[config.mk]
export PLATFORM = sky130hd
export DESIGN_NAME = plur_cmp_unit
export DESIGN_NICKNAME = d
export VERILOG_FILES = /design/src/rtl/plur_pkg.sv /design/src/rtl/plur_cmp_unit.sv
export SDC_FILE = /design/constraint.sdc
export NUM_CORES = 1
export LEC_CHECK = 0
export BUFFER_PORTS_ARGS = -buffer_cell sky130_fd_sc_hd__buf_2
export CAP_MARGIN = 10
export CORE_MARGIN = 5
export CORE_UTILIZATION = 25
export DETAILED_ROUTE_END_ITERATION = 16
export SYNTH_ARGS = -nofsm -noshare
export SYNTH_HDL_FRONTEND = slang
export SYNTH_SLANG_ARGS = --single-unit
[constraint.sdc]
create_clock -name vclk -period 9.8
set_input_delay 1.47 -clock vclk [all_inputs]
set_output_delay 1.47 -clock vclk [all_outputs]
set_load 0.01 [all_outputs]
[src/rtl/plur_pkg.sv]
// Package with shared codes, defaults and types for the posting list union rank block.
`default_nettype none
package plur_pkg;
    localparam int LIST_DEPTH_DEF = 4096;
    localparam int SCORE_BITS_DEF = 32;
    localparam int ID_BITS        = 32;
    localparam int LIMIT_BITS     = 14;
    localparam int STATUS_BITS    = 2;
    localparam logic [LIMIT_BITS-1:0] LIMIT_RESET = 14'd8192;

    localparam logic [1:0] ACT_LOAD_A = 2'd0;
    localparam logic [1:0] ACT_LOAD_B = 2'd1;
    localparam logic [1:0] ACT_RUN    = 2'd2;
    localparam logic [1:0] ACT_READ   = 2'd3;

    localparam logic [STATUS_BITS-1:0] ST_OK       = 2'd0;
    localparam logic [STATUS_BITS-1:0] ST_OVERFLOW = 2'd1;
    localparam logic [STATUS_BITS-1:0] ST_PAST_END = 2'd2;

    // Decision of the shared compare unit
    typedef struct packed {
        logic take_a;
        logic take_b;
        logic done;
    } t_pick;
endpackage
`default_nettype wire

[src/rtl/plur_cmp_unit.sv]
// Shared compare and saturating add unit used by both merge and sort steps.
`default_nettype none
module plur_cmp_unit
    import plur_pkg::*;
#(
    parameter int SCORE_BITS = SCORE_BITS_DEF
) (
    input  wire logic                          i_sort,
    input  wire logic                          i_va,
    input  wire logic                          i_vb,
    input  wire logic [ID_BITS+SCORE_BITS-1:0] i_ent_a,
    input  wire logic [ID_BITS+SCORE_BITS-1:0] i_ent_b,
    output t_pick                              o_pick,
    output logic      [ID_BITS+SCORE_BITS-1:0] o_ent
);
    logic [ID_BITS-1:0]    id_a, id_b;
    logic [SCORE_BITS-1:0] sc_a, sc_b, sc_sum;
    logic [SCORE_BITS:0]   sum;

    assign id_a = i_ent_a[ID_BITS+SCORE_BITS-1:SCORE_BITS];
    assign id_b = i_ent_b[ID_BITS+SCORE_BITS-1:SCORE_BITS];
    assign sc_a = i_ent_a[SCORE_BITS-1:0];
    assign sc_b = i_ent_b[SCORE_BITS-1:0];
    assign sum  = {1'b0, sc_a} + {1'b0, sc_b};
    // Saturate on carry out
    assign sc_sum = sum[SCORE_BITS] ? {SCORE_BITS{1'b1}} : sum[SCORE_BITS-1:0];

    // Pick the next entry
    always_comb begin
        o_pick = '0;
        o_ent  = i_ent_a;
        if (!i_va && !i_vb) begin
            o_pick.done = 1'b1;
        end else if (i_sort) begin
            if (i_vb && (!i_va || sc_b > sc_a)) begin
                o_pick.take_b = 1'b1;
                o_ent         = i_ent_b;
            end else begin
                o_pick.take_a = 1'b1;
            end
        end else if (!i_va || (i_vb && id_a > id_b)) begin
            o_pick.take_b = 1'b1;
            o_ent         = i_ent_b;
        end else if (!i_vb || id_b > id_a) begin
            o_pick.take_a = 1'b1;
        end else begin
            o_pick.take_a = 1'b1;
            o_pick.take_b = 1'b1;
            o_ent         = {id_a, sc_sum};
        end
    end
endmodule
`default_nettype wire

Word-level counts from Yosys, hierarchy flattened

Index checks and enable logic that the tools add are counted.

Add/subtract/negate cells: 1
Magnitude comparators: 3
Mux-type cells: 14
Reductions and logical operators: 8

Operators with widths:

| kind                    | number |
|---|---|
| 2-to-1 mux 64 bit       | 4 |
| > comparator 32 bit     | 3 |
| 2-to-1 mux 32 bit       | 2 |
| adder 32 x 32 -> 33 bit | 1 |
| 2-to-1 mux 1 bit        | 6 |
| 2-to-1 mux 2 bit        | 2 |
| logical AND 1 bit       | 3 |
| logical OR 1 bit        | 3 |
| zero test 1 bit         | 2 |

Register bits: 0
Bits of input ports: 131
Word-level logic and storage cells: 26

Longest topological paths before layout

Word-level depth: 6
Depth in mapped cells: 14
Gate-level depth less buffers: 11

Least setup slack after synthesis

Ideal clock, no wire load.

Kind: input -> output
Start point: input i_ent_a[0]
End point: output o_ent[21]
Arrival time: 3.839 ns
Data required time: 8.330 ns
Setup slack: 4.491 ns
Stages on the path: 11
Path buffers: 1
Cell sequence: ha_1 fa_1 nor2b_1 o211ai_1 a31oi_1 o311ai_1 nand3_1 a211oi_2 buf_4 a22oi_1 a221o_1

Longest elaborated chain between the ends: 6

RTL lines:

| item                                                           | RTL line                                 | text |
|---|---|---|
| start: declaration                                             | plur_cmp_unit.sv:11                      | `input wire logic [ID_BITS+SCORE_BITS-1:0] i_ent_a,` |
| adder 32 x 32 -> 33 bit or > comparator 32 bit (tied branches) | plur_cmp_unit.sv:24, plur_cmp_unit.sv:35 |  |
| 2-to-1 mux 32 bit or logical OR 1 bit (tied branches)          | plur_cmp_unit.sv:26, plur_cmp_unit.sv:35 |  |
| 2-to-1 mux 32 bit or logical AND 1 bit (tied branches)         | plur_cmp_unit.sv:44, plur_cmp_unit.sv:35 |  |
| 2-to-1 mux 64 bit (on tied branches)                           | plur_cmp_unit.sv:41, plur_cmp_unit.sv:35 |  |
| 2-to-1 mux 64 bit *                                            | plur_cmp_unit.sv:34                      | `end else if (i_sort) begin` |
| 2-to-1 mux 64 bit *                                            | plur_cmp_unit.sv:32                      | `if (!i_va && !i_vb) begin` |
| end: declaration                                               | plur_cmp_unit.sv:14                      | `output logic [ID_BITS+SCORE_BITS-1:0] o_ent` |

Mark *: on every way between the ends. The rest lies on a longest branch, timed or not.

Worst setup path in the final report

Start point: input i_ent_a[30]
End point: output o_ent[49]

Longest elaborated chain between the ends: 6

RTL lines:

| item                | RTL line            | text |
|---|---|---|
| > comparator 32 bit | plur_cmp_unit.sv:35 | `if (i_vb && (!i_va \|\| sc_b > sc_a)) begin` |
| logical OR 1 bit    | plur_cmp_unit.sv:35 |  |
| logical AND 1 bit   | plur_cmp_unit.sv:35 |  |
| 2-to-1 mux 64 bit   | plur_cmp_unit.sv:35 |  |
| 2-to-1 mux 64 bit   | plur_cmp_unit.sv:34 |  |
| 2-to-1 mux 64 bit   | plur_cmp_unit.sv:32 |  |

Every way passes these cells.

==> out/summary.txt <==
Outcome: completed
Residual DRC: 0
I/O pin cnt: 198
Max Slew Vio Count: 0
Die height: 148 um
Core footprint: 18700 sq um
Endpoints failing setup: 0
# fillers: 2095
Num rows: 50
Synth top area cells: ha_1 (25%), nand2_1 (8.1%), inv_1 (7.2%)
Routed via count: 5884
Max Fclk: 134 MHz
Cell with the most instances after synthesis: nand2_1
Critical path fanouts, max: 65
Die area: 21900 sq um
Initial Utilization: 25.4%
Area taken by multi-input logic gates: 4240 sq um
Hold-fix buffers, CTS: 0
Max cap viols: 0
Unique masters post-synth: 69
Mapped cell area: 4750 sq um
DR pass1 iterations: 6
Xor/xnor share of the synthesized area: 4.61%
Final period util: 76.0%
First-pass GRT wire length: 28.1 mm
Post-CTS resize count: 0
Setup TNS: 0 ns
Post-Synth Simple-Gate Area: 22.1%
Worst-margin pin slew: 1.04 ns
Worst hold path type: input pin to output pin
Unrepaired setup endpoints after global routing: no
WP data required: 8.33 ns
Yosys top cell area share: 25.3%
Largest net degree at the start of global routing: 66
YS warnings: 0
Largest family of logic cells by synthesized area: compound AO/OA/AOI/OAI gates
Compound-gate portion of the synthesized area: 33.8%
Mux contribution to synthesized area: 2.79%
Worst EP arrival: 5.98 ns
Startpoint types: input pin
GRT Total Usage: 15.3%
Synth Area in Adders: 25.7%
PD cells: 58.8 nW/um^2
Sequential share of the synthesized area: 0%
Vias in the first global route: 5527
Instance count of the mapped netlist: 725
Fin. Hold Viols: 0
Final WL: 18.2 mm
Register area: 0 sq um
Avg Cell Area, Syn: 6.56 sq um
ANT nets after route: 0
Global placement routability congestion: 0.880
Initial antenna violation count: 0
Cell taking the most area after synthesis: ha_1
Via density per instance: 5.21
Antenna cells: 0
Peak VDD IR: 0.0000264 V
# Post-CTS Setup Buffers: 0
Avg WL per Cell: 16.1 um
P_leak: 3.07 nW
Port buffer count: 198
Number of flip-flops and latches: 0
Slew margin rel.: 30.8%
Layout cell share with drive strength beyond 1: 25.1%
Nets: 1126
Die Width: 148 um
Iteration-0 DRC count of the detailed router: 388
Fin cells: 1130
Post-route minimum period: 7.45 ns
Synth top cells by count: nand2_1 (102), ha_1 (96), inv_1 (91)
Crit path kind: input pin to output pin
Synth Net Count: 953
CLK BUF: 0
Grt ovf: 0
Area grow syn2layout: 24.3%
CP endpoint kind: output pin
DP Cell Count: 1130
Final HPWL DP: 15.0 mm
==> layout make-up <==
cell class | count | share of cell area, %
Inverter | 92 | 5.84
Multi-Input combinational cell | 601 | 71.8
Tap cell | 234 | 4.95
Timing Repair Buffer | 203 | 17.4
==> metrics by stage <==
stage	worst slack [ns]	util [%]	area [sq um]	hold slack, ns	power [mW]
after global routing	1.94	31.6	5910	3.27	0.388
after CTS	2.33	31.6	5910	3.25	0.349
after floorplan	4.49	-	4750	3.09	0.223
final	2.35	31.6	5910	3.25	0.348
after detailed placement	2.30	31.6	5910	3.25	0.347
after global placement	2.45	31.6	5910	3.24	0.345
==> critical path, stage by stage <==
cell	delay (ns)
buf_2	0.14
inv_1	0.06
ha_1	0.44
nand4_1	0.21
nor3_1	0.34
or4b_1	0.52
a31oi_1	0.22
o21ai_2	0.27
a21o_1	0.63
nor2_4	0.67
buf_4	0.57
nand2_1	0.10
o21ai_0	0.11
buf_2	0.17
==> cell usage in the layout, fill, tap and decap left out, types with 2 or more instances in the layout <==
| cell type | synthesis | routed |
|---|---|---|
| xnor2_1 | 24 | 24 |
| or2_2 | 3 | 3 |
| nor4_1 | 6 | 6 |
| and3_1 | 3 | 3 |
| o21a_1 | 2 | 2 |
| mux2i_1 | 2 | 2 |
| mux2_2 | 9 | 9 |
| nand4_1 | 14 | 14 |
| o21bai_1 | 2 | 2 |
| a222oi_1 | 9 | 9 |
| nand2b_1 | 10 | 10 |
| and2_1 | 3 | 3 |
| o311ai_0 | 2 | 2 |
| a41oi_1 | 2 | 2 |
| a31oi_1 | 7 | 7 |
| o21ai_0 | 57 | 57 |
| a22oi_1 | 19 | 19 |
| nand3_1 | 12 | 12 |
| o211ai_1 | 27 | 27 |
| a22o_1 | 2 | 2 |
| buf_4 | 5 | 5 |
| a21o_1 | 10 | 10 |
| a21oi_1 | 56 | 56 |
| ha_1 | 96 | 96 |
| o31ai_1 | 9 | 9 |
| nor2_1 | 45 | 45 |
| a21boi_0 | 2 | 2 |
| a221oi_1 | 2 | 2 |
| o31a_1 | 3 | 3 |
| nor3_1 | 9 | 9 |
| nand2_1 | 102 | 102 |
| inv_1 | 91 | 91 |
| a211oi_1 | 5 | 5 |
| a221o_1 | 6 | 6 |
| nor2b_1 | 11 | 11 |
| buf_2 | 11 | 198 |
| a2111oi_0 | 2 | 2 |
==> cells by family (layout without fill, tap and decap cells) <==
kind of cell,Yosys count,in the layout
compound gates,241,241
xor+xnor,25,25
fa+ha+maj,97,97
buf+inv,124,295
mux,12,12
simple gates,226,226
==> layer usage <==
metal	wire length [um]	up-vias	global-route usage, %
li1	-	2972	-
met1	8430	2661	20.9
met2	8110	228	26.1
met3	1250	23	1.44
met4	367	0	3.28
met5	0	-	0
==> power by group <==
| group | leakage [nW] | switching (mW) | internal (mW) | total (mW) |
|---|---|---|---|---|
| registers | 0 | 0 | 0 | 0 |
| clock network | 0 | 0 | 0 | 0 |
| logic | 3.07 | 0.207 | 0.141 | 0.348 |
==> worst paths after layout <==
check | cells past startpoint | end | from | slack, ns
max | 14 | o_ent[49] | i_ent_a[30] | 2.35
min | 4 | o_ent[59] | i_ent_b[59] | 3.25
Power figures use the tool's default switching activity.
